<file path="src/hdl/cwjs_pkg.sv">
// Shared types and constants for the checkpointed write journal sorter.
package cwjs_pkg;

   localparam int MaxWrites      = 64;
   localparam int MaxCheckpoints = 16;
   localparam int CountWidth     = $clog2(MaxWrites + 1);
   localparam int IndexWidth     = $clog2(MaxWrites);
   localparam int DepthWidth     = $clog2(MaxCheckpoints + 1);
   localparam int StackWidth     = (MaxCheckpoints > 1) ? $clog2(MaxCheckpoints) : 1;
   localparam int PhaseWidth     = $clog2(MaxWrites);
   localparam logic [31:0] ProtocolId = 32'hFFFF_FFFF;

   typedef enum logic [2:0] {
      OP_START      = 3'd0,
      OP_CHECKPOINT = 3'd1,
      OP_WRITE      = 3'd2,
      OP_COMMIT     = 3'd3,
      OP_REVERT     = 3'd4,
      OP_END        = 3'd5
   } op_type;

   typedef enum logic [1:0] {
      ST_IDLE,
      ST_SORT,
      ST_EMIT
   } state_type;

   // One journal entry as held by a cell.
   typedef struct packed {
      logic         valid;
      logic [255:0] slot;
      logic [31:0]  id;
   } entry_type;

   // Per-cell control from the sequencer.
   typedef struct packed {
      logic load;
      logic mark;
      logic mark_valid;
      logic sort_lower;
      logic sort_upper;
      logic shift;
   } cell_ctrl_type;

endpackage

</file>
<file path="src/hdl/cwjs_cell.sv">
// One cell of the journal chain: holds an entry, sorts against its neighbours and shifts.
module cwjs_cell (
   input  logic                    clock,
   input  cwjs_pkg::cell_ctrl_type ctrl,
   input  cwjs_pkg::entry_type     load_entry,
   input  cwjs_pkg::entry_type     lower_entry,
   input  cwjs_pkg::entry_type     upper_entry,
   input  logic                    swap_in,
   output logic                    swap_out,
   output cwjs_pkg::entry_type     entry
);
   import cwjs_pkg::*;

   entry_type entry_ff, entry_in;
   logic      upper_first;

   // The upper neighbour sorts strictly before this entry; empty entries sort last.
   assign upper_first = upper_entry.valid &&
                        (!entry_ff.valid ||
                         ({upper_entry.slot, upper_entry.id} < {entry_ff.slot, entry_ff.id}));
   assign swap_out = ctrl.sort_lower && upper_first;

   // Next entry value.
   always_comb begin
      entry_in = entry_ff;
      priority if (ctrl.load) begin
         entry_in = load_entry;
      end else if (ctrl.mark) begin
         entry_in.valid = ctrl.mark_valid;
      end else if (ctrl.shift) begin
         entry_in = upper_entry;
      end else if (swap_out) begin
         entry_in = upper_entry;
      end else if (ctrl.sort_upper && swap_in) begin
         entry_in = lower_entry;
      end
   end

   always_ff @(posedge clock) begin
      entry_ff <= entry_in;
   end

   assign entry = entry_ff;

endmodule

</file>
<file path="config.mk">
export PLATFORM = sky130hd
export DESIGN_NAME = cwjs_cell
export DESIGN_NICKNAME = d
export VERILOG_FILES = /design/src/hdl/cwjs_pkg.sv /design/src/hdl/cwjs_cell.sv
export SDC_FILE = /design/constraint.sdc
export NUM_CORES = 1
export LEC_CHECK = 0
export ABC_AREA = 1
export BUFFER_PORTS_ARGS = -buffer_cell sky130_fd_sc_hd__buf_2
export CAP_MARGIN = 0
export CELL_PAD_IN_SITES_DETAIL_PLACEMENT = 0
export CELL_PAD_IN_SITES_GLOBAL_PLACEMENT = 1
export CORE_AREA = 5 5 444 446
export DETAILED_ROUTE_END_ITERATION = 8
export DIE_AREA = 0 0 449 451
export PLACE_DENSITY_LB_ADDON = 0.1
export SETUP_SLACK_MARGIN = 0.5
export SKIP_CTS_REPAIR_TIMING = 1
export SYNTH_ARGS = -nofsm -noshare
export SYNTH_HDL_FRONTEND = slang
export SYNTH_SLANG_ARGS = --single-unit
export TNS_END_PERCENT = 5
</file>
<file path="constraint.sdc">
create_clock -name clock -period 18.3 [get_ports clock]
set_input_delay 3.66 -clock clock [delete_from_list [all_inputs] [get_ports clock]]
set_output_delay 3.66 -clock clock [all_outputs]
set_load 0.05 [all_outputs]
</file>
==> results of run 1 <==
==> worst max-delay path, cell delays in order <==
cell     delay [ns]
buf_2          0.11
ha_1           0.30
nand2_1        0.06
inv_1          0.06
nand3_1        0.11
nor3_1         0.37
nand2_1        0.22
nor3_1         0.61
nand2_1        0.32
nor2_1         0.17
nand2_1        0.05
nand3_1        0.15
nand2_1        0.16
nand2_8        0.38
inv_1          0.17
buf_2          0.25
==> cells by family after synthesis <==
family	after synthesis
simple gates	1870
flops	289
compound gates	196
fa+ha+maj	287
buf+inv	805
==> per-layer routing <==
metal	up-vias	routed length (µm)	GRT usage (%)	share of wire, %
li1	13302	-	-	-
met1	12284	67030	17.92	39
met2	925	87130	29.37	50
met3	402	11710	5.235	6.8
met4	68	7076	6.404	4.1
met5	-	425	0	0.25
==> power breakdown <==
| part | leakage (nW) | internal, mW | switching [mW] |
|---|---|---|---|
| Sequential | 2.92 | 0.825 | 0.0460 |
| Combinational | 15.3 | 0.284 | 0.702 |
| Clock | 0.738 | 0.535 | 0.418 |
| Total | 19.0 | 1.64 | 1.17 |
==> final cells by class <==
cell class | count | area, µm² | area share [%]
clock buffer | 66 | 1375 | 3.896
clock inverter | 24 | 126.4 | 0.3581
sequential | 289 | 8678 | 24.59
inverter | 646 | 2447 | 6.934
antenna | 69 | 172.7 | 0.4892
tap | 2526 | 3161 | 8.955
timing repair buffer | 1187 | 6046 | 17.13
multi-input combinational | 2353 | 13290 | 37.65
==> synth_stat cells (7+ instances only) <==
library cell	instances	area [µm²]
nand3_1	300	1501
a21o_1	7	52.55
edfxtp_1	289	8678
buf_4	12	90.09
nor2_1	76	285.3
clkbuf_1	83	311.6
inv_1	644	2417
nand4_1	26	162.7
o21ai_0	31	155.2
buf_6	31	349.1
nand3b_1	289	2170
nand2_1	1157	4343
a21oi_1	136	680.7
buf_1	20	75.07
o21a_1	16	120.1
ha_1	287	3591
nor3_1	9	45.04
buf_2	12	60.06
==> per-stage QoR <==
stage | instance area (µm²) | hold WS, ns | power (mW)
2_1_floorplan | 25270 | 1.323 | 1.506
3_3_place_gp | 33620 | 1.626 | 1.906
3_5_place_dp | 33620 | 1.603 | 1.899
4_1_cts | 35120 | 1.622 | 2.895
5_1_grt | 35230 | 1.638 | 2.996
6_report | 35290 | 1.522 | 2.809
==> final timing paths <==
check / end / slack, ns / cells after the start
max: swap_out / 7.40 / 16
min: entry[25] / 1.52 / 5
max reg2reg: entry[212] / 11.46 / 20
min reg2reg: entry[25] / 1.52 / 5
==> results.toml, run 1 <==
[detailed_routing]
vias = 26981
wl_per_cell_um = 24.21
viasPerCell = 3.768
totalWireLength_um = 173400
first_pass_iters = 5
drt_iter0_drc = 1314
ant_nets = 0
drc = 0

[pwr]
peakVddDrop_mv = 0.07334
p_leak_nw = 18.96
powerDensity_nw_per_um2 = 79.59

[clock_tree]
htreeDepth = 2
cts_buffers = 50
clockBufferDepth = 3
cts_root_buf = "clkbuf_16"
path_clk_slew_ns = 0.06
clk_latency_ns = 0.67
cts_tree = "done"
cts.sinks = 289

[place]
portBuffers = 1164
pre_cts_ws_ns = 7.023
dp_hpwl_um = 138200
gp_congestion = 0.8244
dp.cells = 7001

[sta]
finalSetupViolCount = 0
relSlewSlack_pct = 14.79
hold_viol_final = 0
slew_violations = 0
finalSetupTns_ns = 0
worst_slew_pin_slew_ns = 1.278
finalCriticalPeriod_ns = 10.90
setup_ws_ns = 7.395
max_freq_mhz = 91.70
post-route-period-util_pct = 59.59
rsz0062_at_grt = "false"
fin_worst_skew_ns = 0.01497

[logic_synthesis]
async_flop_share_pct = 0
yosys_warnings = 0
synth-simple-area-share_pct = 34.11
synth_cell_types = 32
synthAdderAreaFrac_pct = 14.21
synth_xor_area_share_pct = 0
synth_seq_cells = 289
synthesis.instances = 3447
synth_compound_area_share_pct = 4.168
synth_top_family_by_area = "simple AND/OR/NAND/NOR gates"
synth_seq_area_share_pct = 34.34
syn-cell-area_um2 = 25270
synth_edf_count = 289
avgSynthCellArea_um2 = 7.332
synthFlopType = "edfxtp_1"
muxShareOfSynthArea_pct = 0
syn-num-nets = 4609

[critical_path]
worst-path-max-fanout = 56
crit_type = "input port to primary output"
endpoint_kind = "primary output"
r2r-start = "entry[223]"
cp-startpoint = "upper_entry[223]"
arrival_ns = 7.24
startpoint_type = "input port"
required_ns = 14.64

[die]
rows = 161
core_area_um2 = 192200
die_area_um2 = 202500
die_w_um = 449
pin_count = 1165
initial_core_util_pct = 13.15
die_y_um = 451

[layout]
final_cell_mix = "buf_2, nand2_1, inv_1"
fin_nets = 5689
fillers = 22362
utilization_pct = 18.37
largest_register_ffs = 289
fin_cells = 7160
layout_commonest_cell = "buf_2"
drive_gt1_share_pct = 27.65
areaGrowthSynthToFinish_pct = 39.64

[grt]
grt.total_usage_pct = 16.38
antenna_found_initial = 196
grt_max_degree = 133
grt_overflow = 0
grt_pass1_wl_um = 233400
grt_pass1_vias = 27863

[job]
cap_violations = 0

[worst_hold_path]
worstHoldStart = "entry[288]"
hold_path.class = "flop to flop"

[run_status]
status = "finished clean"
Note: power is estimated with default switching activity, not from simulation.
==> run 2: changes to the inputs <==
Settings changed: ABC_AREA 1 to 0, CORE_AREA 5 5 444 446 to 5 5 455 457, DIE_AREA 0 0 449 451 to 0 0 460 462.
Clock period 18.3 ns to 10.2 ns, I/O delays scaled along.
==> run 2 against run 1 <==
Net effect: hold slack worse by 0.090 ns; via count is 6.7% lower; die area increased by 4.9%; clock power is 80% higher; clock skew grew 0.021 ns; first-iteration DRC count shrank 13%; power rose by 80%; combinational power rose by 78%; sequential share of layout area rose by 1.3 points; clock-buffer cell count is 1 lower; critical path type unchanged.
==> results.toml, run 2 <==
[sta]
post-route-period-util_pct = 79.99
worst_slew_pin_slew_ns = 1.139
finalSetupViolCount = 0
finalCriticalPeriod_ns = 8.159
relSlewSlack_pct = 24.09
slew_violations = 0
hold_ws_ns = 1.432
max_freq_mhz = 122.6
hold_viol_final = 0
fin_worst_skew_ns = 0.03630
rsz0062_at_grt = "false"
setup_ws_ns = 2.041
finalSetupTns_ns = 0

[die]
die_y_um = 462
rows = 166
pin_count = 1165
die_w_um = 460
core_area_um2 = 203100
initial_core_util_pct = 11.29
die_area_um2 = 212500

[layout]
layout_commonest_cell = "buf_2"
drive_gt1_share_pct = 33.24
areaGrowthSynthToFinish_pct = 46.35
multi_input_area_um2 = 11400
fillers = 23410
final_cell_mix = "buf_2, inv_1, nand2_1"
fin_cells = 6551
regArea_um2 = 8678
largest_register_ffs = 289
fin_nets = 4924

[grt]
grt_pass1_wl_um = 229800
grt_pass1_vias = 26713
grt.total_usage_pct = 15.46
grt_max_degree = 127
grt_overflow = 0
antenna_found_initial = 161

[place]
dp.cells = 6397
pre_cts_ws_ns = 1.694
gp_congestion = 0.8253
dp_hpwl_um = 140500
portBuffers = 1164

[critical_path]
r2r-start = "entry[236]"
arrival_ns = 6.12
cp.depth = 11
critPathBufInv = 3
crit_family = "simple AND/OR/NAND/NOR gates"
startpoint_type = "input port"
reg2reg_depth = 13
slowest_stage = "nor4_2"
max_stage_delay_ns = 0.88
crit_path_frequent_cell = "buf_2"
endpoint_kind = "primary output"
worst-path-max-fanout = 5
required_ns = 8.16
ff2ff_setup_slack_ns = 4.37
crit_type = "input port to primary output"
r2r-end = "entry[247]"
cp_cell_sequence = "buf_2, ha_1, nand4_1, nor3_1, nand4b_1, nor4_2, inv_1, a211oi_1, or3_1, nor2_1, buf_2"

[clock_tree]
cts_tree = "done"
clk_latency_ns = 0.67
htreeDepth = 2
path_clk_slew_ns = 0.05
cts.sinks = 289
cts_buffers = 51
cts_root_buf = "clkbuf_16"
clockBufferDepth = 3

[logic_synthesis]
synth_seq_cells = 289
synth_edf_count = 289
syn-num-nets = 3835
async_flop_share_pct = 0
synth_top_area_share_pct = 37.83
synth.most_common_cell = "inv_1"
synth_cell_types = 45
yosysTopAreaCell = "edfxtp_1"
synthTopCellsByArea = "edfxtp_1, ha_1, nand4_1, inv_1, o211ai_1"
yosys-top-cells-count = "inv_1, nand2_1, nand4_1, o211ai_1, edfxtp_1"
avgSynthCellArea_um2 = 8.583
synthesis.instances = 2673
syn-cell-area_um2 = 22940
synthFlopType = "edfxtp_1"
yosys_warnings = 0
synth_seq_area_share_pct = 37.83

[detailed_routing]
vias = 25183
drt_iter0_drc = 1137
viasPerCell = 3.844
first_pass_iters = 5
wl_per_cell_um = 26.43
totalWireLength_um = 173200
ant_nets = 0
drc = 0

[run_status]
status = "finished clean"

[worst_hold_path]
worstHoldStart = "entry[288]"
hold_path.class = "flop to flop"
min_path_cells = 4
hold_path_end = "entry[287]"

[pwr]
totalPowerFinal_mw = 5.060
p_leak_nw = 15.98
powerDensity_nw_per_um2 = 150.7
peakVddDrop_mv = 0.1135

[job]
cap_violations = 0
[run 2: changes by cell type after synthesis, sizes merged, moves of 13 or more]
cell / delta
a211oi: +15
a21o: +13
a21oi: -27
buf: -39
clkbuf: +40
inv: -61
nand2: -804
nand3: -269
nand3b: -289
nand4: +327
nor2: -47
nor4: +14
o211ai: +291
o21ai: +16
[run 2: power by group]
group / total (mW) / leakage [nW] / internal (mW) / switching (mW)
logic: 1.76 / 12.3 / 0.507 / 1.25
registers: 1.59 / 2.97 / 1.49 / 0.0982
clock network: 1.71 / 0.746 / 0.975 / 0.740
total: 5.06 / 16.0 / 2.97 / 2.09
[run 2: cells by family (layout without fill, tap and decap cells)]
logic type      Yosys count  after routing  share of synthesized area (%)
fa+ha+maj               287            287                          15.65
flops                   289            289                          37.83
simple gates            826            826                          18.16
other cells               0             60                              0
buf+inv                 745           1875                          12.57
compound gates          526            526                          15.79
[run 2: worst register-to-register path, delay by kind of cell, from the launching register on]
family,cells,cell delay (ns)
flip-flops,1,0.47
adder cells (fa/ha/maj),1,0.32
buffers and inverters,4,0.94
AO/OA/AOI/OAI,3,1.26
AND/OR/NAND/NOR,5,2.58
[run 2: how the worst max path moves through the flow]
| stage | start | slack (ns) | end |
|---|---|---|---|
| final | upper_entry[175] | 2.04 | swap_out |
| after CTS | upper_entry[175] | 1.68 | swap_out |
| after global routing | upper_entry[199] | 1.65 | swap_out |
| after floorplan | upper_entry[19] | 1.99 | entry[0] |
| after detailed placement | upper_entry[175] | 1.69 | swap_out |
| after global placement | upper_entry[199] | 1.76 | swap_out |
[run 2: area by class of cell]
| cell class | instances | area share [%] |
|---|---|---|
| clock buffer | 65 | 4.021 |
| antenna | 60 | 0.4472 |
| clock inverter | 29 | 0.5627 |
| timing repair buffer | 1196 | 18.58 |
| tap | 2688 | 10.02 |
| inverter | 585 | 6.562 |
| multi-input combinational | 1639 | 33.96 |
| sequential | 289 | 25.85 |
[run 2: layer usage]
| metal | up-vias | routed length (µm) | global-route usage (%) |
|---|---|---|---|
| met5 | - | 652 | 0 |
| met4 | 104 | 4234 | 3.336 |
| met3 | 326 | 15360 | 6.043 |
| met2 | 968 | 86400 | 28.18 |
| met1 | 11842 | 66510 | 16.92 |
| li1 | 11943 | - | - |
[run 2: stage by stage]
stage | instance area, µm² | utilization (%)
4_1_cts | 33430 | 16.46
3_3_place_gp | 31890 | 15.70
3_5_place_dp | 31890 | 15.70
6_report | 33580 | 16.53
2_1_floorplan | 22940 | -
5_1_grt | 33470 | 16.48
